[config.mk]
export PLATFORM = sky130hd
export DESIGN_NAME = rgb_led_strip_frame_encoder_flat
export DESIGN_NICKNAME = d
export VERILOG_FILES = /design/src/hw/rtl/rlsfe_pkg.sv /design/src/hw/rtl/rlsfe_pixel_if.sv /design/src/hw/rtl/rlsfe_byte_if.sv /design/src/hw/rtl/rlsfe_front.sv /design/src/hw/rtl/rlsfe_queue.sv /design/src/hw/rtl/rlsfe_back.sv /design/src/hw/rtl/rgb_led_strip_frame_encoder.sv /design/src/flat_wrapper.sv
export SDC_FILE = /design/constraint.sdc
export NUM_CORES = 1
export LEC_CHECK = 0
export BUFFER_PORTS_ARGS = -buffer_cell sky130_fd_sc_hd__buf_2
export CORE_UTILIZATION = 53
export CTS_BUF_LIST = sky130_fd_sc_hd__clkbuf_4 sky130_fd_sc_hd__clkbuf_8 sky130_fd_sc_hd__clkbuf_16
export DETAILED_ROUTE_END_ITERATION = 10
export GPL_TIMING_DRIVEN = 0
export PLACE_DENSITY_LB_ADDON = 0.1
export SLEW_MARGIN = 20
export SYNTH_ARGS = -nofsm -noshare
export SYNTH_HDL_FRONTEND = slang
export SYNTH_SLANG_ARGS = --single-unit
[constraint.sdc]
create_clock -name clk -period 12.5 [get_ports clk]
set_input_delay 1.875 -clock clk [delete_from_list [all_inputs] [get_ports clk]]
set_output_delay 1.875 -clock clk [all_outputs]
set_load 0.005 [all_outputs]
[src/hw/rtl/rlsfe_pkg.sv]
// ----------------------------------------------------------------------------
// RGB LED strip frame encoder package
// Shared constants, the queue entry type and the scaling helper.
// ----------------------------------------------------------------------------
`default_nettype none

package rlsfe_pkg;

  localparam int MAX_LEDS  = 512;
  localparam int LEN_W     = 10;
  localparam int POS_W     = 9;
  localparam int FILL_W    = 6;
  localparam int CFG_W     = 10;
  localparam int CFG_IDX_W = 2;
  localparam int QDEPTH    = 4;
  localparam int QPTR_W    = 2;
  localparam int QCNT_W    = 3;

  localparam logic [CFG_IDX_W-1:0] CFG_CHAIN_LENGTH     = 2'd0;
  localparam logic [CFG_IDX_W-1:0] CFG_BRIGHTNESS_SCALE = 2'd1;
  localparam logic [CFG_IDX_W-1:0] CFG_PIXEL_BRIGHTNESS = 2'd2;

  localparam logic [7:0] HEADER_MARK = 8'hE0;
  localparam logic [7:0] BRIGHT_MAX  = 8'd31;
  localparam logic [7:0] FILL_BYTE   = 8'hFF;
  localparam logic [7:0] ZERO_BYTE   = 8'h00;
  localparam logic [1:0] START_LAST  = 2'd3;

  typedef struct packed {
    logic              start;
    logic [FILL_W-1:0] fill_count;
    logic [7:0]        header;
    logic [15:0]       prod_blue;
    logic [15:0]       prod_green;
    logic [15:0]       prod_red;
  } desc_t;

  // Exact truncating division by 255 for any 16-bit product up to 255 * 255.
  function automatic logic [7:0] div255(input logic [15:0] p);
    logic [16:0] s;
    s = {1'b0, p} + 17'd1 + {9'd0, p[15:8]};
    return s[15:8];
  endfunction

endpackage

`default_nettype wire

[src/hw/rtl/rlsfe_pixel_if.sv]
// ----------------------------------------------------------------------------
// Pixel channel
// Valid/ready channel carrying one pixel item.
// ----------------------------------------------------------------------------
`default_nettype none

interface rlsfe_pixel_if;
  logic       valid;
  logic       ready;
  logic [7:0] red;
  logic [7:0] green;
  logic [7:0] blue;

  modport source (output valid, output red, output green, output blue, input ready);
  modport sink   (input valid, input red, input green, input blue, output ready);
endinterface

`default_nettype wire

[src/hw/rtl/rlsfe_byte_if.sv]
// ----------------------------------------------------------------------------
// Byte channel
// Valid/ready channel carrying one serial byte item.
// ----------------------------------------------------------------------------
`default_nettype none

interface rlsfe_byte_if;
  logic       valid;
  logic       ready;
  logic [7:0] serial_byte;
  logic       last_of_run;

  modport source (output valid, output serial_byte, output last_of_run, input ready);
  modport sink   (input valid, input serial_byte, input last_of_run, output ready);
endinterface

`default_nettype wire

[src/hw/rtl/rlsfe_front.sv]
// ----------------------------------------------------------------------------
// Frame encoder front end
// Holds the configuration, tracks the frame position and classifies each
// pixel into a queue entry with its colour products.
// ----------------------------------------------------------------------------
`default_nettype none

module rlsfe_front (
  input  wire logic                           clk,
  input  wire logic                           rst,
  input  wire logic                           cfg_we,
  input  wire logic [rlsfe_pkg::CFG_IDX_W-1:0] cfg_index,
  input  wire logic [rlsfe_pkg::CFG_W-1:0]    cfg_data,
  rlsfe_pixel_if.sink                         pixel_in,
  input  wire logic                           q_full,
  output logic                                push,
  output rlsfe_pkg::desc_t                    push_desc
);

  logic [rlsfe_pkg::LEN_W-1:0] chain_length;
  logic [7:0]                  brightness_scale;
  logic [7:0]                  pixel_brightness;
  logic [rlsfe_pkg::POS_W-1:0] pixel_position;

  logic [rlsfe_pkg::LEN_W-1:0] len;
  logic [rlsfe_pkg::LEN_W-1:0] len_round;
  logic [rlsfe_pkg::LEN_W-1:0] pos_inc;
  logic                        frame_end;
  logic [7:0]                  bright;

  always_comb begin
    if (chain_length == '0) begin
      len = rlsfe_pkg::LEN_W'(1);
    end else if (chain_length > rlsfe_pkg::LEN_W'(rlsfe_pkg::MAX_LEDS)) begin
      len = rlsfe_pkg::LEN_W'(rlsfe_pkg::MAX_LEDS);
    end else begin
      len = chain_length;
    end
  end

  assign len_round = len + rlsfe_pkg::LEN_W'(15);
  assign pos_inc   = {1'b0, pixel_position} + rlsfe_pkg::LEN_W'(1);
  assign frame_end = (pos_inc >= len);
  assign bright    = (pixel_brightness > rlsfe_pkg::BRIGHT_MAX) ? rlsfe_pkg::BRIGHT_MAX
                                                                 : pixel_brightness;

  assign pixel_in.ready = !q_full;
  assign push           = pixel_in.valid && !q_full;

  always_comb begin
    push_desc.start      = (pixel_position == '0);
    push_desc.fill_count = frame_end ? len_round[rlsfe_pkg::FILL_W+3:4] : '0;
    push_desc.header     = rlsfe_pkg::HEADER_MARK | bright;
    push_desc.prod_blue  = 16'(pixel_in.blue) * 16'(brightness_scale);
    push_desc.prod_green = 16'(pixel_in.green) * 16'(brightness_scale);
    push_desc.prod_red   = 16'(pixel_in.red) * 16'(brightness_scale);
  end

  always_ff @(posedge clk) begin
    if (rst) begin
      chain_length     <= rlsfe_pkg::LEN_W'(1);
      brightness_scale <= 8'd255;
      pixel_brightness <= 8'd31;
      pixel_position   <= '0;
    end else begin
      if (cfg_we) begin
        case (cfg_index)
          rlsfe_pkg::CFG_CHAIN_LENGTH:     chain_length     <= cfg_data;
          rlsfe_pkg::CFG_BRIGHTNESS_SCALE: brightness_scale <= cfg_data[7:0];
          rlsfe_pkg::CFG_PIXEL_BRIGHTNESS: pixel_brightness <= cfg_data[7:0];
          default: ;
        endcase
      end
      if (push) begin
        pixel_position <= frame_end ? '0 : pos_inc[rlsfe_pkg::POS_W-1:0];
      end
    end
  end

endmodule

`default_nettype wire

[src/hw/rtl/rlsfe_queue.sv]
// ----------------------------------------------------------------------------
// Frame encoder entry queue
// Short first-in first-out queue of classified pixels between the two ends.
// ----------------------------------------------------------------------------
`default_nettype none

module rlsfe_queue (
  input  wire logic              clk,
  input  wire logic              rst,
  input  wire logic              push,
  input  wire rlsfe_pkg::desc_t  push_desc,
  output logic                   full,
  input  wire logic              pop,
  output logic                   head_valid,
  output rlsfe_pkg::desc_t       head
);

  rlsfe_pkg::desc_t             entries [rlsfe_pkg::QDEPTH];
  logic [rlsfe_pkg::QPTR_W-1:0] wr_ptr;
  logic [rlsfe_pkg::QPTR_W-1:0] rd_ptr;
  logic [rlsfe_pkg::QCNT_W-1:0] fill;
  logic                         do_pop;

  assign full       = (fill == rlsfe_pkg::QCNT_W'(rlsfe_pkg::QDEPTH));
  assign head_valid = (fill != '0);
  assign head       = entries[rd_ptr];
  assign do_pop     = pop && head_valid;

  always_ff @(posedge clk) begin
    if (push) begin
      entries[wr_ptr] <= push_desc;
    end
  end

  always_ff @(posedge clk) begin
    if (rst) begin
      wr_ptr <= '0;
      rd_ptr <= '0;
      fill   <= '0;
    end else begin
      if (push) begin
        wr_ptr <= wr_ptr + rlsfe_pkg::QPTR_W'(1);
      end
      if (do_pop) begin
        rd_ptr <= rd_ptr + rlsfe_pkg::QPTR_W'(1);
      end
      if (push && !do_pop) begin
        fill <= fill + rlsfe_pkg::QCNT_W'(1);
      end else if (do_pop && !push) begin
        fill <= fill - rlsfe_pkg::QCNT_W'(1);
      end
    end
  end

endmodule

`default_nettype wire

[src/hw/rtl/rlsfe_back.sv]
// ----------------------------------------------------------------------------
// Frame encoder back end
// Walks each queue entry byte by byte: start frame, header, colours and end
// frame, into a registered output.
// ----------------------------------------------------------------------------
`default_nettype none

module rlsfe_back (
  input  wire logic             clk,
  input  wire logic             rst,
  input  wire logic             head_valid,
  input  wire rlsfe_pkg::desc_t head,
  output logic                  pop,
  rlsfe_byte_if.source          byte_out
);

  typedef enum logic [2:0] {
    ST_LEAD,
    ST_HDR,
    ST_BLUE,
    ST_GREEN,
    ST_RED,
    ST_FILL
  } state_t;

  state_t                       state;
  state_t                       state_next;
  logic [rlsfe_pkg::FILL_W-1:0] cnt;
  logic [rlsfe_pkg::FILL_W-1:0] cnt_next;
  logic [rlsfe_pkg::FILL_W-1:0] cnt_inc;
  logic                         out_valid;
  logic [7:0]                   out_byte;
  logic                         out_last;
  logic                         take;
  logic [7:0]                   byte_sel;
  logic                         last_sel;

  assign take    = head_valid && (!out_valid || byte_out.ready);
  assign cnt_inc = cnt + rlsfe_pkg::FILL_W'(1);
  assign pop     = take && last_sel;

  always_comb begin
    state_next = state;
    cnt_next   = cnt;
    byte_sel   = rlsfe_pkg::ZERO_BYTE;
    last_sel   = 1'b0;
    case (state)
      ST_LEAD: begin
        if (head.start) begin
          byte_sel = rlsfe_pkg::ZERO_BYTE;
          if (cnt[1:0] == rlsfe_pkg::START_LAST) begin
            state_next = ST_HDR;
            cnt_next   = '0;
          end else begin
            cnt_next = cnt_inc;
          end
        end else begin
          byte_sel   = head.header;
          state_next = ST_BLUE;
        end
      end
      ST_HDR: begin
        byte_sel   = head.header;
        state_next = ST_BLUE;
      end
      ST_BLUE: begin
        byte_sel   = rlsfe_pkg::div255(head.prod_blue);
        state_next = ST_GREEN;
      end
      ST_GREEN: begin
        byte_sel   = rlsfe_pkg::div255(head.prod_green);
        state_next = ST_RED;
      end
      ST_RED: begin
        byte_sel = rlsfe_pkg::div255(head.prod_red);
        cnt_next = '0;
        if (head.fill_count == '0) begin
          last_sel   = 1'b1;
          state_next = ST_LEAD;
        end else begin
          state_next = ST_FILL;
        end
      end
      ST_FILL: begin
        byte_sel = rlsfe_pkg::FILL_BYTE;
        if (cnt_inc == head.fill_count) begin
          last_sel   = 1'b1;
          state_next = ST_LEAD;
          cnt_next   = '0;
        end else begin
          cnt_next = cnt_inc;
        end
      end
      default: begin
        state_next = ST_LEAD;
        cnt_next   = '0;
      end
    endcase
  end

  always_ff @(posedge clk) begin
    if (rst) begin
      state     <= ST_LEAD;
      cnt       <= '0;
      out_valid <= 1'b0;
    end else if (take) begin
      state     <= state_next;
      cnt       <= cnt_next;
      out_valid <= 1'b1;
      out_byte  <= byte_sel;
      out_last  <= last_sel;
    end else if (byte_out.ready) begin
      out_valid <= 1'b0;
    end
  end

  assign byte_out.valid       = out_valid;
  assign byte_out.serial_byte = out_byte;
  assign byte_out.last_of_run = out_last;

endmodule

`default_nettype wire

[src/hw/rtl/rgb_led_strip_frame_encoder.sv]
// ----------------------------------------------------------------------------
// RGB LED strip frame encoder
// Turns a stream of pixels into the byte stream for a clocked RGB LED chain.
// ----------------------------------------------------------------------------
// Pixels enter on pixel_in, one red/green/blue item per handshake, in chain
// order. Bytes leave on byte_out, one per handshake, with last_of_run set on
// the final byte caused by each pixel. The first pixel of a frame is preceded
// by four zero bytes; each pixel gives a header byte and three scaled colour
// bytes; the last pixel of a frame is followed by the end frame of 0xFF bytes.
// The user must write the configuration registers through cfg_we, cfg_index
// and cfg_data only while the block is idle; the block does not enforce this.
// The first byte of a pixel passes through the queue and the output register.
// The output delivers one byte per cycle while the receiver is ready; a pixel
// gives four bytes, plus four for a start frame, and the output byte sequencer
// sets that rate. A four-entry queue lets pixels be taken while earlier ones
// are still being sent. When the receiver stalls, the output byte holds and
// pixels are taken until the queue is full. Reset empties the queue, returns
// to the start of a frame and restores the register defaults.
// ----------------------------------------------------------------------------
`default_nettype none

module rgb_led_strip_frame_encoder (
  input  wire logic                            clk,
  input  wire logic                            rst,
  input  wire logic                            cfg_we,
  input  wire logic [rlsfe_pkg::CFG_IDX_W-1:0] cfg_index,
  input  wire logic [rlsfe_pkg::CFG_W-1:0]     cfg_data,
  rlsfe_pixel_if.sink                          pixel_in,
  rlsfe_byte_if.source                         byte_out
);

  logic             push;
  rlsfe_pkg::desc_t push_desc;
  logic             q_full;
  logic             pop;
  logic             head_valid;
  rlsfe_pkg::desc_t head;

  rlsfe_front u_front (
    .clk       (clk),
    .rst       (rst),
    .cfg_we    (cfg_we),
    .cfg_index (cfg_index),
    .cfg_data  (cfg_data),
    .pixel_in  (pixel_in),
    .q_full    (q_full),
    .push      (push),
    .push_desc (push_desc)
  );

  rlsfe_queue u_queue (
    .clk        (clk),
    .rst        (rst),
    .push       (push),
    .push_desc  (push_desc),
    .full       (q_full),
    .pop        (pop),
    .head_valid (head_valid),
    .head       (head)
  );

  rlsfe_back u_back (
    .clk        (clk),
    .rst        (rst),
    .head_valid (head_valid),
    .head       (head),
    .pop        (pop),
    .byte_out   (byte_out)
  );

endmodule

`default_nettype wire

[src/flat_wrapper.sv]
// flat-port wrapper written by rule: the top's interface ports become plain ports
module rgb_led_strip_frame_encoder_flat 
  (clk, rst, cfg_we, cfg_index, cfg_data, pixel_in_valid, pixel_in_red, pixel_in_green, pixel_in_blue, pixel_in_ready, byte_out_valid, byte_out_serial_byte, byte_out_last_of_run, byte_out_ready);
  rlsfe_pixel_if pixel_in_i ();
  rlsfe_byte_if byte_out_i ();
  input  wire logic clk;
  input  wire logic rst;
  input  wire logic cfg_we;
  input  wire logic [rlsfe_pkg::CFG_IDX_W-1:0] cfg_index;
  input  wire logic [rlsfe_pkg::CFG_W-1:0] cfg_data;
  input wire logic [$bits(pixel_in_i.valid)-1:0] pixel_in_valid;
  input wire logic [$bits(pixel_in_i.red)-1:0] pixel_in_red;
  input wire logic [$bits(pixel_in_i.green)-1:0] pixel_in_green;
  input wire logic [$bits(pixel_in_i.blue)-1:0] pixel_in_blue;
  output wire logic [$bits(pixel_in_i.ready)-1:0] pixel_in_ready;
  output wire logic [$bits(byte_out_i.valid)-1:0] byte_out_valid;
  output wire logic [$bits(byte_out_i.serial_byte)-1:0] byte_out_serial_byte;
  output wire logic [$bits(byte_out_i.last_of_run)-1:0] byte_out_last_of_run;
  input wire logic [$bits(byte_out_i.ready)-1:0] byte_out_ready;
  assign pixel_in_i.valid = pixel_in_valid;
  assign pixel_in_i.red = pixel_in_red;
  assign pixel_in_i.green = pixel_in_green;
  assign pixel_in_i.blue = pixel_in_blue;
  assign pixel_in_ready = pixel_in_i.ready;
  assign byte_out_valid = byte_out_i.valid;
  assign byte_out_serial_byte = byte_out_i.serial_byte;
  assign byte_out_last_of_run = byte_out_i.last_of_run;
  assign byte_out_i.ready = byte_out_ready;
  rgb_led_strip_frame_encoder u_core (.clk(clk), .rst(rst), .cfg_we(cfg_we), .cfg_index(cfg_index), .cfg_data(cfg_data), .pixel_in(pixel_in_i), .byte_out(byte_out_i));
endmodule
## Word-level counts from Yosys, hierarchy flattened

Memories as Yosys holds them, arrays and structs flattened. A register that Yosys moved wholly into a read port is not among the register bits.
Index checks and enable logic that the tools add are counted.

- Register bits: 61
- Memory bits (writable): 240
- Input bits: 41
- Output and inout bits: 11
- Logic and storage cells: 100
- Memories: 1

- Add/sub/neg operators: 13
- Multipliers: 3
- Magnitude comparators: 3
- Equal/unequal tests: 13
- Multiplexer cells: 27
- Bitwise operators: 2
- Reductions and logical operators: 26

Memories:

| memory | words | bits a word | read ports | clocked after memory_dff | wr ports | line | text |
|---|---|---|---|---|---|---|---|
| u_core.u_queue.entries | 4 | 60 | 1 | 1 | 1 | rlsfe_queue.sv:18 | `rlsfe_pkg::desc_t entries [rlsfe_pkg::QDEPTH];` |

Operators with widths:

| kind | count |
|---|---|
| $add A16 B1 Y16 const B | 3 |
| $add A16 B8 Y16 | 3 |
| $mul A8 B8 Y16 | 3 |
| $pmux W8 S6 | 1 |
| $mux W6 | 4 |
| $mux W10 | 2 |
| $mux W3 | 6 |
| $pmux W3 S6 | 1 |
| $pmux W6 S3 | 1 |
| $add A10 B4 Y10 const B | 1 |
| $add A9 B1 Y10 const B | 1 |
| $ge A10 B10 Y1 | 1 |
| $gt A10 B10 Y1 const B | 1 |
| $logic_not A10 Y1 | 1 |
| $eq A3 B3 Y1 const B | 3 |
| $logic_not A9 Y1 | 1 |
| $mux W9 | 1 |
| $gt A8 B5 Y1 const B | 1 |
| $mux W8 | 1 |
| $reduce_and A2 Y1 | 4 |
| $add A6 B1 Y6 const B | 1 |
| $eq A3 B2 Y1 const B | 2 |
| $eq A6 B6 Y1 | 1 |
| $logic_and A1 B1 Y1 | 6 |
| 23 further kinds | 37 |

## Longest topological paths before layout

Gate-level depths: netlist (run 1).

- Depth in word-level cells: 9
- Mapped depth: 17
- Mapped depth without buffers: 16

## Modules after synthesis

Synthesis (run 1) repeated with hierarchy kept, for this count alone.

- Cells, all modules: 1645
- Area total of the unflattened synthesis: 20173.1 um2

Modules (own cells, without submodules):

| module | instances | cells an instance | area an instance (um2) | sequential area each (um2) |
|---|---|---|---|---|
| rlsfe_queue | 1 | 373 | 9601.7 | 7747.4 |
| rlsfe_front | 1 | 1005 | 8376.8 | 700.7 |
| rlsfe_back | 1 | 267 | 2194.6 | 470.5 |

## Worst setup path before layout (run 1)

OpenSTA, ideal clock, no wires.

- Path type: input to register
- Start point: in pixel_in_red[5]
- End point: mem u_core.u_queue.entries[0][15] (netlist bit), data pin
- Library setup time: 0.280 ns
- Arrival: 5.647 ns
- Data required time: 12.220 ns
- Setup slack: 6.573 ns
- Stages on the path: 15
- Buffers on the path: 0
- Cell sequence: and2_1 > fa_1 > inv_1 > fa_1 > inv_1 > fa_1 > inv_1 > fa_1 > inv_1 > ha_1 > a21boi_0 > o41a_1 > a41o_1 > o41ai_1 > xnor2_1

RTL lines:

| element | line | text |
|---|---|---|
| start, declared | flat_wrapper.sv:12 | `input wire logic [$bits(pixel_in_i.red)-1:0] pixel_in_red;` |
| end, declared | rlsfe_queue.sv:18 |  |

==> results of run 1 <==
-- layout make-up --
type	instances	area, um^2	share of cell area
buffer	46	224.0	0.01045
sequential	303	8558	0.3991
clock inverter	19	198.9	0.009278
inverter	165	619.3	0.02888
tap	461	576.8	0.02690
clock buffer	41	933.4	0.04353
multi-input combinational	1058	9973	0.4651
timing repair buffer	55	357.8	0.01669
-- worst max-delay path, cell delays in order --
cell	delay, ns
buf_2	0.19
nand2_1	0.11
fa_1	0.53
fa_1	0.56
inv_1	0.06
fa_1	0.53
inv_1	0.05
fa_1	0.53
inv_1	0.04
ha_1	0.34
a21boi_0	0.20
o41a_1	0.37
a41o_1	0.27
o41ai_1	0.32
xnor2_1	0.35
-- sequential cells by signal (all words and copies together), names as in the netlist, 3 cells and up, named ones only --
name,flops
u_core.u_back.state,3
u_core.u_back.byte_out.serial_byte,8
u_core.u_front.chain_length,10
u_core.u_back.cnt,6
u_core.u_front.pixel_position,9
u_core.u_queue.entries,240
u_core.u_front.brightness_scale,8
u_core.u_front.pixel_brightness,8
u_core.u_queue.fill,3
-- per-stage QoR --
step	worst slack [ns]	std cells	area (um^2)	total power [mW]
after floorplan	6.573	1572	19350	3.486
after global placement	5.907	2084	20190	4.112
after detailed placement	5.874	2088	20310	4.205
after CTS	6.394	2148	21440	5.229
after global routing	6.131	2148	21440	5.572
final	6.369	2148	21440	5.214
-- logic make-up (layout without fill, tap and decap cells) --
kind of cell / after synthesis / count (layout) / synth area share
flip-flops: 303 / 303 / 0.4422
AO/OA/AOI/OAI: 143 / 143 / 0.05346
AND/OR/NAND/NOR: 510 / 510 / 0.1367
XOR/XNOR: 77 / 77 / 0.03704
multiplexers: 71 / 71 / 0.07867
buffers and inverters: 211 / 326 / 0.04357
adder cells (fa/ha/maj): 257 / 257 / 0.2084
-- power breakdown --
group,internal (mW),switching (mW),leakage [nW]
clock network,0.601,0.402,0.560
logic,0.944,1.54,5.34
registers,1.67,0.0496,2.70
total,3.22,2.00,8.61
-- per-layer routing --
metal | global-route usage | wire [um]
met2 | 0.4126 | 21200
met5 | 0 | 0
met3 | 0.02751 | 2024
met1 | 0.3305 | 19250
met4 | 0.06761 | 1088
-- how the worst min path moves through the flow --
stage | from | to | slack, ns | cells past startpoint
6_report | u_core.u_front.pixel_brightness[5] | u_core.u_front.pixel_brightness[5] | 0.46 | 2
5_1_grt | u_core.u_front.pixel_brightness[5] | u_core.u_front.pixel_brightness[5] | 0.48 | 2
4_1_cts | u_core.u_front.pixel_brightness[5] | u_core.u_front.pixel_brightness[5] | 0.46 | 2
3_5_place_dp | u_core.u_front.pixel_brightness[5] | u_core.u_front.pixel_brightness[5] | 0.45 | 2
3_3_place_gp | u_core.u_front.pixel_brightness[4] | u_core.u_front.pixel_brightness[4] | 0.44 | 2
2_1_floorplan | u_core.u_front.pixel_brightness[2] | u_core.u_front.pixel_brightness[2] | 0.43 | 2
-- cells in the mapped netlist, drive strengths merged (17+ instances only) --
master / n / area, um^2
xnor2: 50 / 437.9
dfxtp: 54 / 1081
fa: 109 / 2182
nand2: 128 / 480.5
clkbuf: 29 / 108.9
and3: 21 / 131.4
a21oi: 34 / 170.2
buf: 17 / 115.1
mux4: 60 / 1411
nor3: 25 / 130.1
o21ai: 24 / 123.9
and2: 156 / 975.9
xor2: 24 / 210.2
inv: 164 / 615.6
edfxtp: 249 / 7477
ha: 148 / 1852
nor2: 85 / 319.1
nand3: 37 / 185.2
==> impl_results.md, run 1 <==
* Number of remaining DRC errors at 6
* Ys flop type: edfxtp_1
* CTS Buf Count at 34
* Count of final setup violators at 0
* Req. time, crit path at 12.71 ns
* Vias per std cell at 5.692
* RSZ-0062 raised after global routing: no
* Hold-fix buffers, CTS at 0
* Hold crit path type: flop to flop
* Bufs on Longest Clock Path at 3
* DIE AREA at 37290 um^2
* Pwr/cell area at 243.2 nW/um^2
* Initial antenna violation count at 1
* Port Buf Inserts at 51
* Async S/R FF share, synth at 0
* Status: finished, violations left
* Via count at 12230
* Launch point of the worst path: pixel_in_blue[0]
* Gp weighted congestion at 0.8574
* Row cnt at 69
* Drt wl/cell at 20.28 um
* Die Y at 193.1 um
* Vias in the first global route at 12390
* Synth Net Count at 1870
* Critical Path Start Type: input pin
* Max-slew violation count at 0
* Final core utilization at 0.5999
* Gr usage total at 0.2428
* Capture point of the worst path: u_core.u_queue.entries[3][47]
* Clock Sinks at 303
* Inserted Diodes at 0
* Resize count post-CTS at 0
* Core footprint at 35740 um^2
* EDFF count, synth at 249
* Worst reg-to-reg setup slack at 6.82 ns
* Critical path class: input pin to flop
* First-pass GRT wire length at 68250 um
* Clock Root Buffer: clkbuf_16
* Yosys warning total at 0
* Worst slew pin tran at 0.7801 ns
* P&R area growth vs syn at 10.78%
* Reg-to-reg startpoint: u_core.u_front.brightness_scale[2]
* Leakage Power at 8.605 nW
* DR pass1 iterations at 10
* Setup TNS Final at 0 ns
* CTS tree: done
* Cells after Synth at 1572
* Final worst-path cycle share at 0.4905
* Period minus WS final at 6.131 ns
* Seq cells post-synth at 303
* Violated checks: design-rule violations
* Netlist cell types at 76
* Sequential share of the synthesized area at 0.4422
* Pin count of the biggest net entering global routing at 45
* Commonest cells after routing, fill and taps aside: edfxtp_1 (249), inv_1 (164), and2_1 (156)
* I/O Pins at 52
* Dpl hpwl at 31990 um
* Layout cells sized above 1 at 0.1144
* H-tree levels at 2
* WHS at 0.4593 ns
* Max-Cap Viols at 0
* R2r endpoint: u_core.u_queue.entries[3][47]
* Die width at 193.1 um
* Commonest non-fill, non-tap cell in the layout: edfxtp_1
* Post-route clock skew at 0.02285 ns
* CP endpoint kind: flop
* Clk slew on worst S/H paths at 0.06 ns
* Final ANT Viol Nets at 0
* # fillers at 2920
* Worst-path maximum fanout at 8
* Avg Inst Size Synth at 12.31 um^2
* Total grt overflow at 0
* Clk Latency, worst-skew pair at 0.51 ns
* Routed WL at 43560 um
* Critical path arrival at 6.34 ns
* VDD IR-drop max at 0.1606 mV
* Post-CTS setup buffer count at 0
* DR iter-0 viols at 870
* Slew HR at 0.4799
* Maximum clock frequency at 163.1 MHz
* Mapped Area at 19350 um^2
* Initial Util at 0.5415
* Final nets at 1961
* Fin. Hold Viols at 0
* Worst Reg-to-Reg Cells at 15
No activity file was read; power rests on OpenSTA's default activity.
==> run 2: changes to the inputs <==
--- a/config.mk
+++ b/config.mk
@@ -5,6 +5,7 @@
 export SDC_FILE = /design/constraint.sdc
 export NUM_CORES = 1
 export LEC_CHECK = 0
+export ABC_AREA = 1
 export BUFFER_PORTS_ARGS = -buffer_cell sky130_fd_sc_hd__buf_2
 export CORE_UTILIZATION = 53
 export CTS_BUF_LIST = sky130_fd_sc_hd__clkbuf_4 sky130_fd_sc_hd__clkbuf_8 sky130_fd_sc_hd__clkbuf_16
==> constraint.sdc (replaced) <==
create_clock -name clk -period 5.85 [get_ports clk]
set_input_delay 0.8775 -clock clk [delete_from_list [all_inputs] [get_ports clk]]
set_output_delay 0.8775 -clock clk [all_outputs]
set_load 0.005 [all_outputs]
==> run 2 against run 1 <==
Against the previous run:
- the run still ends with design-rule violations left
- clock skew rose by 0.0050 ns
- critical path type is now flop to flop
- non-clock buffer count rose by 30
- largest cell class unchanged
- wire length rose by 18%
- critical endpoint is now u_core.u_queue.entries[3][45]
==> impl_results.md, run 2 <==
* Status: finished, violations left
* Violated checks: design-rule violations
* Avg Inst Size Synth at 8.677 um^2 (-30%)
* Core footprint at 38560 um^2 (+7.9%)
* Clock Sinks at 303 (unchanged)
* Cells after Synth at 2384 (+52%)
* Post-CTS setup buffer count at 0 (unchanged)
* Sequential share of the synthesized area at 0.4137 (-0.02846)
* Ys flop type: edfxtp_1
* Resize count post-CTS at 0 (unchanged)
* Gp weighted congestion at 0.9307 (+8.5%)
* EDFF count, synth at 249 (unchanged)
* Multi-input gate area at 10020 um^2 (+0.51%)
* P&R area growth vs syn at 10.19%
* Number of remaining DRC errors at 1 (-5)
* Count of final setup violators at 0 (unchanged)
* Clock Root Buffer: clkbuf_16
* Critical Path Start Type: flop
* Final worst-path cycle share at 0.9283
* CP endpoint kind: flop
* First-pass GRT wire length at 81080 um (+19%)
* VDD IR-drop max at 0.4685 mV (+190%)
* Count leader, synth: nand2_1
* Reg-to-reg startpoint: u_core.u_front.brightness_scale[4]
* Req. time, crit path at 6.14 ns (-6.57 ns)
* Commonest non-fill, non-tap cell in the layout: nand2_1
* DIE AREA at 39820 um^2 (+6.8%)
* Hold Path Depth at 2 (unchanged)
* Clock power share at 0.182 (-0.010)
* Hold_sp: u_core.u_front.chain_length[0]
* Commonest cells after routing, fill and taps aside: nand2_1 (614), inv_1 (428), edfxtp_1 (249)
* Pre-CTS setup slack at 0.4635 ns (-5.411 ns)
* Vias per std cell at 5.231 (-8.1%)
* Initial antenna violation count at 0 (-1)
* Drt wl/cell at 17.13 um (-16%)
* Layout Cells excl Fill at 2999 (+40%)
* Bufs on Longest Clock Path at 3 (unchanged)
* Initial Util at 0.5365 (-0.005011)
* Reg area at 8558 um^2 (unchanged)
* Internal at 6.688 mW (+110%)
* Via count at 15690 (+28%)
* Maximum clock frequency at 184.1 MHz
* DR iter-0 viols at 1105 (+27%)
* Regs by FF count: u_core.u_queue.entries x240, u_core.u_front.chain_length x10, u_core.u_front.pixel_position x9
* Mapped Area at 20690 um^2 (+6.9%)
* Switching power at 4.794 mW (+140%)
* Leakage Power at 10.97 nW (+27%)
* Pwr/cell area at 503.7 nW/um^2 (+110%)
* Fin. Hold Viols at 0 (unchanged)
* Max-Cap Viols at 0 (unchanged)
* Clk Latency, worst-skew pair at 0.52 ns (about the same)
* Routed WL at 51380 um (+18%)
* DR pass1 iterations at 9 (-1)
* Period minus WS final at 5.430 ns
* Seq cells post-synth at 303 (unchanged)
* I/O Pins at 52 (unchanged)
* Yosys warning total at 0 (unchanged)
* Worst Reg-to-Reg Cells at 17 (+2)
* Row cnt at 72 (+4.3%)
* Die width at 199.6 um (+3.3%)
* Post-route clock skew at 0.02781 ns (+0.004966 ns)
* Synth Net Count at 2682 (+43%)
* Seq pwr share at 0.324 (-0.007)
* Worst slew pin tran at 0.8859 ns (+0.1057 ns)
* Critical path arrival at 5.72 ns (-0.62 ns)
* Final core utilization at 0.5912 (-0.008755)
* Max-slew violation count at 0 (unchanged)
* # fillers at 3568 (+22%)
* Clk slew on worst S/H paths at 0.06 ns (about the same)
* Comb pwr share at 0.494 (+0.017)
* WHS Endpoint: u_core.u_front.chain_length[0]
* Most frequent cells after synthesis: nand2_1 (614), inv_1 (428), edfxtp_1 (249), nor2_1 (154), ha_1 (148)
* Layout cells sized above 1 at 0.06771 (-0.04669)
* Total grt overflow at 0 (unchanged)
* Largest cells by area after synthesis: edfxtp_1 (36%), nand2_1 (11%), fa_1 (11%)
* Worst reg-to-reg setup slack at 0.42 ns (-6.40 ns)
* Sw frac at 0.4175 (+0.03477)
* CTS Buf Count at 34 (unchanged)
* CTS tree: done
* Die Y at 199.6 um (+3.3%)
* Final worst slack at 0.4196 ns (-5.949 ns)
* Hold-fix buffers, CTS at 0 (unchanged)
* DP Cell Count at 2938 (+41%)
* Gr usage total at 0.2680 (+0.02520)
* Pin count of the biggest net entering global routing at 23 (-49%)
* Final nets at 2754 (+40%)
* Worst-path maximum fanout at 10 (+2)
* Area leader, netlist: edfxtp_1
* Critical path class: flop to flop
* Netlist cell types at 50 (-34%)
* Top-area cell type share of the netlist area at 0.3615 (-0.02486)
* Async S/R FF share, synth at 0 (unchanged)
* Largest register FFs at 240 (unchanged)
* H-tree levels at 2 (unchanged)
* Port Buf Inserts at 27 (-47%)
* Dpl hpwl at 39670 um (+24%)
* Inserted Diodes at 0 (unchanged)
* Slew HR at 0.4072 (-0.07267)
* Final ANT Viol Nets at 0 (unchanged)
* Hold crit path type: flop to flop
* Reg with most FFs: u_core.u_queue.entries
* R2r endpoint: u_core.u_queue.entries[3][45]
* RSZ-0062 raised after global routing: no
* Vias in the first global route at 14980 (+21%)
-- run 2: changes by cell type after synthesis, moves of 69 or more --
cell,delta
inv_1,+264
nor2_1,+69
and2_1,-153
o21ai_0,+81
nand3_1,+102
nand2_1,+486
-- run 2: metal layers --
metal	part of all wire	routed length [um]	vias up	track usage
met5	0	0	-	0
met4	0.029	1466	0	0.08708
met3	0.067	3461	86	0.03612
met2	0.45	23280	464	0.4281
met1	0.45	23180	7378	0.3768
li1	-	-	7759	-
-- run 2: critical path, stage by stage, from the launching register on --
cell	delay (ns)
dfxtp_1	0.30
clkbuf_1	0.40
clkbuf_1	0.55
nand2_1	0.17
fa_1	0.53
fa_1	0.50
inv_1	0.07
fa_1	0.53
inv_1	0.05
fa_1	0.53
inv_1	0.04
ha_1	0.36
nand2_1	0.13
o21ai_0	0.20
nor2_1	0.10
o21ai_0	0.25
a31oi_1	0.15
xor2_1	0.35
-- run 2: cell type report --
class / count / share of cell area
Clock inverter: 17 / 0.006477
Timing Repair Buffer: 36 / 0.01482
Clock buffer: 44 / 0.04139
Inverter: 435 / 0.07197
Sequential cell: 303 / 0.3755
Tap cell: 518 / 0.02844
Multi-Input combinational cell: 1551 / 0.4398
Buffer: 95 / 0.02163
-- run 2: cells by family (layout without fill, tap and decap cells) --
group	after synthesis	after routing	synth area share
buffers and inverters	530	627	0.1031
adder cells (fa/ha/maj)	257	257	0.1950
AO/OA/AOI/OAI	270	270	0.07270
flip-flops	303	303	0.4137
AND/OR/NAND/NOR	978	978	0.1960
XOR/XNOR	46	46	0.01948
-- run 2: metrics by stage --
step / hold WS [ns] / area [um^2] / setup TNS (ns) / power [mW]
finish: 0.4828 / 22790 / 0 / 11.48
global route: 0.5047 / 22790 / 0 / 12.33
CTS: 0.4871 / 22790 / 0 / 11.43
detailed placement: 0.4727 / 21700 / 0 / 9.322
global placement: 0.4525 / 21470 / -179.39 / 9.169
floorplan: 0.4384 / 20690 / 0 / 7.682
-- run 2: power groups by stage --
stage	Sequential [mW]	Combinational (mW)	Clock [mW]
final	3.72	5.67	2.09
after global routing	3.75	6.37	2.20
after CTS	3.72	5.60	2.11
after detailed placement	3.76	5.56	0
after global placement	3.77	5.40	0
after floorplan	3.74	3.94	0
-- run 2: how the worst max path moves through the flow --
stage	start	endpoint	slack [ns]
final	u_core.u_front.brightness_scale[4]	u_core.u_queue.entries[3][45]	0.42
after global routing	u_core.u_front.brightness_scale[2]	u_core.u_queue.entries[1][12]	0.06
after CTS	u_core.u_front.brightness_scale[2]	u_core.u_queue.entries[0][13]	0.46
after global placement	pixel_in_valid	u_core.u_queue.entries[3][5]	-0.84
after floorplan	pixel_in_blue[0]	u_core.u_queue.entries[0][45]	0.98
after detailed placement	pixel_in_blue[0]	u_core.u_queue.entries[2][45]	0.46
